<file path="config.mk">
export PLATFORM = sky130hd
export DESIGN_NAME = depq_ctrl
export DESIGN_NICKNAME = d
export VERILOG_FILES = /design/src/rtl/core/depq_pkg.sv /design/src/rtl/core/depq_ctrl.sv
export VERILOG_INCLUDE_DIRS = /design/src /design/src/rtl/core
export SDC_FILE = /design/constraint.sdc
export NUM_CORES = 1
export LEC_CHECK = 0
export BUFFER_PORTS_ARGS = -buffer_cell sky130_fd_sc_hd__buf_2
export CORE_MARGIN = 2
export CORE_UTILIZATION = 50
export CTS_BUF_LIST = sky130_fd_sc_hd__clkbuf_8
export DETAILED_ROUTE_END_ITERATION = 8
export PLACE_DENSITY = 0.73
export SETUP_SLACK_MARGIN = 0.05
export SLEW_MARGIN = 0
export SYNTH_ARGS = -nofsm -noshare
export SYNTH_HDL_FRONTEND = slang
export SYNTH_SLANG_ARGS = --single-unit
export TNS_END_PERCENT = 50
</file>
<file path="constraint.sdc">
create_clock -name clock -period 3.4 [get_ports clock]
set_input_delay 0.34 -clock clock [delete_from_list [all_inputs] [get_ports clock]]
set_output_delay 0.34 -clock clock [all_outputs]
set_load 0.02 [all_outputs]
</file>
<file path="src/rtl/core/double_ended_priority_queue_unit_macros.svh">
// ----------------------------------------------------------------------------
// Assertion macros for the double-ended priority queue unit
// Property forms used by the unit's controller, depq_ctrl.
// ----------------------------------------------------------------------------
`ifndef DOUBLE_ENDED_PRIORITY_QUEUE_UNIT_MACROS_SVH
`define DOUBLE_ENDED_PRIORITY_QUEUE_UNIT_MACROS_SVH

// Same-cycle implication, disabled during reset.
`define DEPQ_ASSERT_IMP(label, clk, rst, ante, cons, msg) \
   label: assert property (@(posedge clk) disable iff (rst) (ante) |-> (cons)) \
      else $error(msg);

// Next-cycle implication, disabled during reset.
`define DEPQ_ASSERT_NXT(label, clk, rst, ante, cons, msg) \
   label: assert property (@(posedge clk) disable iff (rst) (ante) |=> (cons)) \
      else $error(msg);

`endif

</file>
<file path="src/rtl/core/depq_pkg.sv">
// ----------------------------------------------------------------------------
// depq_pkg
// Types, codes and the heap ordering function shared by the queue modules.
// ----------------------------------------------------------------------------
package depq_pkg;

   localparam int OP_W    = 3;
   localparam int ID_W    = 31;
   localparam int VAL_W   = 32;
   localparam int ST_W    = 3;
   localparam int CNT_O_W = 11;

   localparam logic [OP_W-1:0] OP_INSERT  = 3'd0;
   localparam logic [OP_W-1:0] OP_POP_MAX = 3'd1;
   localparam logic [OP_W-1:0] OP_POP_MIN = 3'd2;
   localparam logic [OP_W-1:0] OP_DELETE  = 3'd3;
   localparam logic [OP_W-1:0] OP_CHANGE  = 3'd4;

   localparam logic [ST_W-1:0] ST_OK        = 3'd0;
   localparam logic [ST_W-1:0] ST_FULL      = 3'd1;
   localparam logic [ST_W-1:0] ST_EMPTY     = 3'd2;
   localparam logic [ST_W-1:0] ST_NOT_FOUND = 3'd3;
   localparam logic [ST_W-1:0] ST_DUPLICATE = 3'd4;

   typedef enum logic [4:0] {
      CMD_NONE,
      CMD_LOAD,
      CMD_SCAN_RD,
      CMD_SCAN_NEXT,
      CMD_SCAN_HIT,
      CMD_FAIL,
      CMD_INS_WRITE,
      CMD_INS_MIN,
      CMD_INC,
      CMD_POP_RD,
      CMD_POP_SLOT,
      CMD_ENT_TAKE,
      CMD_POS_RD,
      CMD_TAKE_POS,
      CMD_MOVE_LAST,
      CMD_SU_RD_ORD,
      CMD_SU_RD_KP,
      CMD_SU_SWAP1,
      CMD_SU_SWAP2,
      CMD_SD_RD_ORD,
      CMD_SD_RD_KP,
      CMD_SD_PICK,
      CMD_SD_SWAP1,
      CMD_SD_SWAP2,
      CMD_NEXT_HEAP,
      CMD_DEC,
      CMD_CP_RD,
      CMD_CP_WR,
      CMD_PUBLISH
   } dp_cmd_type;

   typedef struct packed {
      dp_cmd_type      op;
      logic [ST_W-1:0] code;
   } dp_ctl_type;

   typedef struct packed {
      logic [OP_W-1:0] op;
      logic scan_end;
      logic key_hit;
      logic full;
      logic empty;
      logic k_zero;
      logic pos_last;
      logic first_ab;
      logic sd_end;
      logic first_ca;
      logic slot_last;
      logic heap_min;
   } dp_stat_type;

   // True when entry a sorts ahead of entry b in the selected heap.
   function automatic logic comes_first(input logic min_mode,
                                        input logic signed [VAL_W-1:0] pa,
                                        input logic [ID_W-1:0] ka,
                                        input logic signed [VAL_W-1:0] pb,
                                        input logic [ID_W-1:0] kb);
      logic res;
      if (!min_mode) begin
         res = (pa > pb) || ((pa == pb) && (ka < kb));
      end else begin
         res = (pa < pb) || ((pa == pb) && (ka > kb));
      end
      return res;
   endfunction

endpackage

</file>
<file path="src/rtl/core/depq_ctrl.sv">
// ----------------------------------------------------------------------------
// depq_ctrl
// Sequencer for the queue: id search, insert, removal and the sift passes
// over both heaps, plus the response handshake.
// ----------------------------------------------------------------------------
`include "double_ended_priority_queue_unit_macros.svh"

module depq_ctrl (
   input  logic                  clock,
   input  logic                  reset,
   input  logic                  req_tvalid,
   output logic                  req_tready,
   output logic                  rsp_tvalid,
   input  logic                  rsp_tready,
   output depq_pkg::dp_ctl_type  ctl,
   input  depq_pkg::dp_stat_type stat
);
   import depq_pkg::*;

   typedef enum logic [4:0] {
      S_IDLE, S_DISPATCH, S_SCAN_RD, S_SCAN_CK, S_POP_SLOT, S_ENT_TAKE,
      S_POS_RD, S_TAKE_POS, S_MOVE_LAST, S_SU_CHK, S_SU_KP, S_SU_CMP,
      S_SU_SWAP2, S_SU_END, S_SD_CHK, S_SD_KP, S_SD_PICK, S_SD_CMP,
      S_SD_SWAP2, S_HEAP_END, S_CP_CHK, S_CP_WR, S_DONE
   } state_type;

   state_type state_ff, state_in;
   logic      rsp_valid_ff, rsp_valid_in;

   assign req_tready = (state_ff == S_IDLE);
   assign rsp_tvalid = rsp_valid_ff;

   always_comb begin
      state_in = state_ff;
      ctl.op   = CMD_NONE;
      ctl.code = ST_OK;
      rsp_valid_in = rsp_valid_ff && !rsp_tready;
      case (state_ff)
         S_IDLE: begin
            if (req_tvalid) begin
               ctl.op = CMD_LOAD; state_in = S_DISPATCH;
            end
         end
         S_DISPATCH: begin
            case (stat.op)
               OP_INSERT, OP_DELETE, OP_CHANGE: state_in = S_SCAN_RD;
               OP_POP_MAX, OP_POP_MIN: begin
                  if (stat.empty) begin
                     ctl.op = CMD_FAIL; ctl.code = ST_EMPTY; state_in = S_DONE;
                  end else begin
                     ctl.op = CMD_POP_RD; state_in = S_POP_SLOT;
                  end
               end
               default: state_in = S_DONE;
            endcase
         end
         S_SCAN_RD: begin
            if (stat.scan_end) begin
               if (stat.op != OP_INSERT) begin
                  ctl.op = CMD_FAIL; ctl.code = ST_NOT_FOUND; state_in = S_DONE;
               end else if (stat.full) begin
                  ctl.op = CMD_FAIL; ctl.code = ST_FULL; state_in = S_DONE;
               end else begin
                  ctl.op = CMD_INS_WRITE; state_in = S_SU_CHK;
               end
            end else begin
               ctl.op = CMD_SCAN_RD; state_in = S_SCAN_CK;
            end
         end
         S_SCAN_CK: begin
            if (!stat.key_hit) begin
               ctl.op = CMD_SCAN_NEXT; state_in = S_SCAN_RD;
            end else if (stat.op == OP_INSERT) begin
               ctl.op = CMD_FAIL; ctl.code = ST_DUPLICATE; state_in = S_DONE;
            end else begin
               ctl.op = CMD_SCAN_HIT; state_in = S_POS_RD;
            end
         end
         S_POP_SLOT: begin
            ctl.op = CMD_POP_SLOT; state_in = S_ENT_TAKE;
         end
         S_ENT_TAKE: begin
            ctl.op = CMD_ENT_TAKE; state_in = S_POS_RD;
         end
         S_POS_RD: begin
            ctl.op = CMD_POS_RD; state_in = S_TAKE_POS;
         end
         S_TAKE_POS: begin
            ctl.op = CMD_TAKE_POS;
            if (stat.op == OP_CHANGE) begin
               state_in = S_SU_CHK;
            end else if (stat.pos_last) begin
               // Removing the last heap position needs no repair.
               state_in = S_HEAP_END;
            end else begin
               state_in = S_MOVE_LAST;
            end
         end
         S_MOVE_LAST: begin
            ctl.op = CMD_MOVE_LAST; state_in = S_SU_CHK;
         end
         S_SU_CHK: begin
            if (stat.k_zero) begin
               state_in = S_SU_END;
            end else begin
               ctl.op = CMD_SU_RD_ORD; state_in = S_SU_KP;
            end
         end
         S_SU_KP: begin
            ctl.op = CMD_SU_RD_KP; state_in = S_SU_CMP;
         end
         S_SU_CMP: begin
            if (stat.first_ab) begin
               ctl.op = CMD_SU_SWAP1; state_in = S_SU_SWAP2;
            end else begin
               state_in = S_SU_END;
            end
         end
         S_SU_SWAP2: begin
            ctl.op = CMD_SU_SWAP2; state_in = S_SU_CHK;
         end
         S_SU_END: begin
            if (stat.op != OP_INSERT) begin
               state_in = S_SD_CHK;
            end else if (!stat.heap_min) begin
               ctl.op = CMD_INS_MIN; state_in = S_SU_CHK;
            end else begin
               ctl.op = CMD_INC; state_in = S_DONE;
            end
         end
         S_SD_CHK: begin
            if (stat.sd_end) begin
               state_in = S_HEAP_END;
            end else begin
               ctl.op = CMD_SD_RD_ORD; state_in = S_SD_KP;
            end
         end
         S_SD_KP: begin
            ctl.op = CMD_SD_RD_KP; state_in = S_SD_PICK;
         end
         S_SD_PICK: begin
            ctl.op = CMD_SD_PICK; state_in = S_SD_CMP;
         end
         S_SD_CMP: begin
            if (stat.first_ca) begin
               ctl.op = CMD_SD_SWAP1; state_in = S_SD_SWAP2;
            end else begin
               state_in = S_HEAP_END;
            end
         end
         S_SD_SWAP2: begin
            ctl.op = CMD_SD_SWAP2; state_in = S_SD_CHK;
         end
         S_HEAP_END: begin
            if (!stat.heap_min) begin
               ctl.op = CMD_NEXT_HEAP; state_in = S_POS_RD;
            end else if (stat.op == OP_CHANGE) begin
               state_in = S_DONE;
            end else begin
               ctl.op = CMD_DEC; state_in = S_CP_CHK;
            end
         end
         S_CP_CHK: begin
            if (stat.slot_last) begin
               state_in = S_DONE;
            end else begin
               ctl.op = CMD_CP_RD; state_in = S_CP_WR;
            end
         end
         S_CP_WR: begin
            ctl.op = CMD_CP_WR; state_in = S_DONE;
         end
         S_DONE: begin
            if (!rsp_valid_ff || rsp_tready) begin
               ctl.op = CMD_PUBLISH; rsp_valid_in = 1'b1; state_in = S_IDLE;
            end
         end
         default: state_in = S_IDLE;
      endcase
   end

   always_ff @(posedge clock) begin
      if (reset) begin
         state_ff     <= S_IDLE;
         rsp_valid_ff <= 1'b0;
      end else begin
         state_ff     <= state_in;
         rsp_valid_ff <= rsp_valid_in;
      end
   end

   `DEPQ_ASSERT_IMP(a_publish_free, clock, reset, (ctl.op == CMD_PUBLISH), (!rsp_valid_ff || rsp_tready), "result overwritten before transfer")
   `DEPQ_ASSERT_NXT(a_accept_starts, clock, reset, (req_tvalid && req_tready), (state_ff == S_DISPATCH), "accepted request not dispatched")
   `DEPQ_ASSERT_IMP(a_valid_from_done, clock, reset, $rose(rsp_valid_ff), $past(state_ff == S_DONE), "result raised outside completion")

endmodule

</file>
==> impl_metrics.tcl <==
set metrics [dict create \
    status "finished, final reports clean" \
    drt_iter0_markers 99 \
    reg2reg_slack_ns 1.20 \
    fin_ws_ns 0.568 \
    synth-adder-area-share_pct 0.784 \
    drive_above_1_share_pct 22.2 \
    worstReg2RegStart "state_ff[0]$_SDFFE_PP0P_" \
    cts_tree "done" \
    synthFlopType "dfxtp_1" \
    cts_buffer_depth 2 \
    synth_mux_area_share_pct 0 \
    critical-path-max-stage-delay_ns 0.93 \
    ys_seq_area_share_pct 9.40 \
    rows 18 \
    antenna_cells 0 \
    place_ws_ns 0.965 \
    fin_worst_skew_ns 0.000929 \
    syn2layout_area_growth_pct 10.8 \
    grt_max_degree 32 \
    fmax_mhz 353 \
    nFillCells 239 \
    setup_viol 0 \
    portBuffers 27 \
    holdCritStartpoint "reset" \
    cts_resized 0 \
    synthSimpleGateAreaFrac_pct 44.4 \
    end_kind "output port" \
    initial_core_util_pct 52.0 \
    drc 0 \
    ys_seq_elements 6 \
    synth-compound-area-share_pct 35.7 \
    num_io_pins 28 \
    fp.dieW_um 54.5 \
    p_per_area_nw_per_um2 599 \
    max_slew_margin_pct 37.0 \
    clk_latency_ns 0.22 \
    path_cells "nand2b_1, a2111oi_0, a311oi_1, o2111ai_1, buf_2" \
    die_y_um 54.5 \
    track_usage_pct 28.5 \
    fin_crit_sh_pct 83.3 \
    syn_area_per_cell_um2 7.10 \
    ir_drop_mv 0.477 \
    arrival_ns 2.49 \
    fin_crit_ns 2.83 \
    clock_sinks 6 \
    syn-num-nets 198 \
    min_path_type "input pin to flip-flop" \
    cts_buffers 3 \
    postCtsHoldBufs 0 \
    crit_path_max_fanout 31 \
    worstReg2RegEnd "state_ff[4]$_SDFFE_PP0P_" \
    final_area_um2 1420 \
    overflow 0 \
    ff2ff_path_depth 4 \
    worst_hold_path.endpoint "rsp_tvalid$_SDFF_PP0_" \
    worst_pin_slew_ns 0.944 \
    synth-xor-area-share_pct 1.37 \
    async_flop_share_pct 0 \
    finalHoldViolCount 0 \
    antenna_found_initial 0 \
    synth_cells 180 \
    dieArea_um2 2980 \
    p_leak_nw 0.518 \
    fin_util_pct 57.6 \
    dr.pass1.iters 7 \
    htreeDepth 1 \
    grt_pass1_vias 1323 \
    hold_ws_ns 0.392 \
    ctsRootBufferMaster "clkbuf_8" \
    cap_violations 0 \
    fin_tns_setup_ns 0 \
    ys_types 62 \
    rsz0062_at_grt "no" \
    wl_per_cell_um 18.1 \
    yosys_warnings 0 \
    slew_violations 0 \
    viasPerCell 7.07 \
    startpoint_type "flip-flop" \
    cp_slowest_cell "dfxtp_1" \
    grt_pass1_wl_um 6230 \
    core_um2 2450 \
    syn-cell-area_um2 1280 \
    whs_path_depth 2 \
    post-dp-hpwl_um 3000 \
    drt-total-wl_um 4060 \
    nNetsFinal 214 \
    clk_pin_slew_ns 0.04 \
    synth-edff-count 0 \
    placed_cell_area_um2 1370 \
    gp_congestion 0.940 \
    num_vias 1584 \
    synth_top_family_by_area "simple AND/OR/NAND/NOR gates" \
    post_cts_buffers 0 \
    postRouteAntennaNets 0 \
    critPathRequiredTime_ns 3.06 \
    critPathKind "flip-flop to output port" \
]
-- kinds of logic (layout without fill, tap and decap cells) --
kind of cell | count (synthesis) | count (layout)
and+or+nand+nor | 87 | 87
AOI/OAI and AO/OA | 61 | 61
buffers and inverters | 23 | 37
DFF | 6 | 6
xor gates and xnor gates | 2 | 2
adders and majority gates | 1 | 1
-- synthesized netlist by cell type, types with 2 or more instances --
library cell	instances	area [µm²]
or3_1	2	12.5
nand4_1	5	31.3
nor2_1	9	33.8
or4b_1	2	20.0
nand3b_1	3	22.5
o21ai_0	4	20.0
o211a_1	2	20.0
dfxtp_1	6	120
buf_2	7	35.0
and2_1	2	12.5
and3_1	2	12.5
nand2_1	6	22.5
a32oi_1	2	17.5
o21bai_1	3	22.5
clkbuf_1	8	30.0
a21boi_0	2	15.0
o2bb2ai_1	2	17.5
a21oi_1	11	55.1
nor3_1	12	60.1
o32ai_1	2	17.5
a31oi_1	8	50.1
inv_1	5	18.8
xnor2_1	2	17.5
a41oi_1	3	26.3
nand2b_1	12	75.1
a21o_1	2	15.0
a311oi_1	2	17.5
or3b_1	2	17.5
nor3b_1	3	22.5
nor4_1	2	12.5
o21ai_1	3	15.0
nand3_1	7	35.0
a211oi_1	3	22.5
nor2b_1	6	37.5
-- layout make-up --
cell class	count	area [µm²]	area share (%)
Clock buffer	3	41.3	2.92
Inverter	6	22.5	1.59
Multi-Input combinational cell	151	1050	74.3
Sequential cell	6	120	8.49
Tap cell	30	37.5	2.65
Timing Repair Buffer	28	143	10.1
-- metrics by stage --
| stage | total power [W] | std cells |
|---|---|---|
| floorplan | 0.000589 | 180 |
| global route | 0.000901 | 224 |
| global placement | 0.000723 | 221 |
| finish | 0.000848 | 224 |
| CTS | 0.000832 | 224 |
| detailed placement | 0.000725 | 221 |
-- critical path: cells and delay by family, from the launching register on --
family / cells / cell delay (ns)
flops: 1 / 0.93
compound gates: 3 / 0.84
simple gates: 1 / 0.30
buf+inv: 1 / 0.19
-- cell usage in the layout (no fill, tap or decap), types with 3 or more instances in the layout --
cell,count
nor3b_1,3
buf_2,27
nand4_1,5
nor2_1,9
dfxtp_1,6
a31oi_1,8
a211oi_1,3
o21ai_1,3
o21bai_1,3
nand3b_1,3
nand3_1,7
nand2b_1,12
nor3_1,12
a41oi_1,3
clkbuf_8,3
o21ai_0,4
inv_1,5
a21oi_1,11
nand2_1,6
nor2b_1,6
-- routing by layer --
metal  up-vias  part of all wire, %  track usage [%]
li1        731                    -                -
met3        12                   11             3.28
met2       119                   45             44.2
met4         0                  2.1             10.0
met1       722                   42             40.3
met5         -                    0                0
-- state kept, by name, summed over array words and instances (netlist names) --
register,flops
state_ff,5
rsp_tvalid,1
-- worst max-delay path by stage --
stage,start,to,slack [ns],cells after the start
2_1_floorplan,state_ff[3]$_SDFFE_PP0P_,ctl[3],1.54,4
3_3_place_gp,state_ff[2]$_SDFFE_PP0P_,ctl[6],0.99,5
3_5_place_dp,state_ff[0]$_SDFFE_PP0P_,ctl[6],0.96,5
4_1_cts,state_ff[2]$_SDFFE_PP0P_,ctl[6],0.74,5
5_1_grt,state_ff[2]$_SDFFE_PP0P_,ctl[6],0.55,5
6_report,state_ff[0]$_SDFFE_PP0P_,ctl[6],0.57,5
-- report_power, final --
part / switching, W / leakage, nW / internal (W)
Clock: 0.0000281 / 0.0216 / 0.0000758
Combinational: 0.000330 / 0.447 / 0.000226
Sequential: 0.000100 / 0.0491 / 0.0000877
No activity file was read; power rests on OpenSTA's default activity.
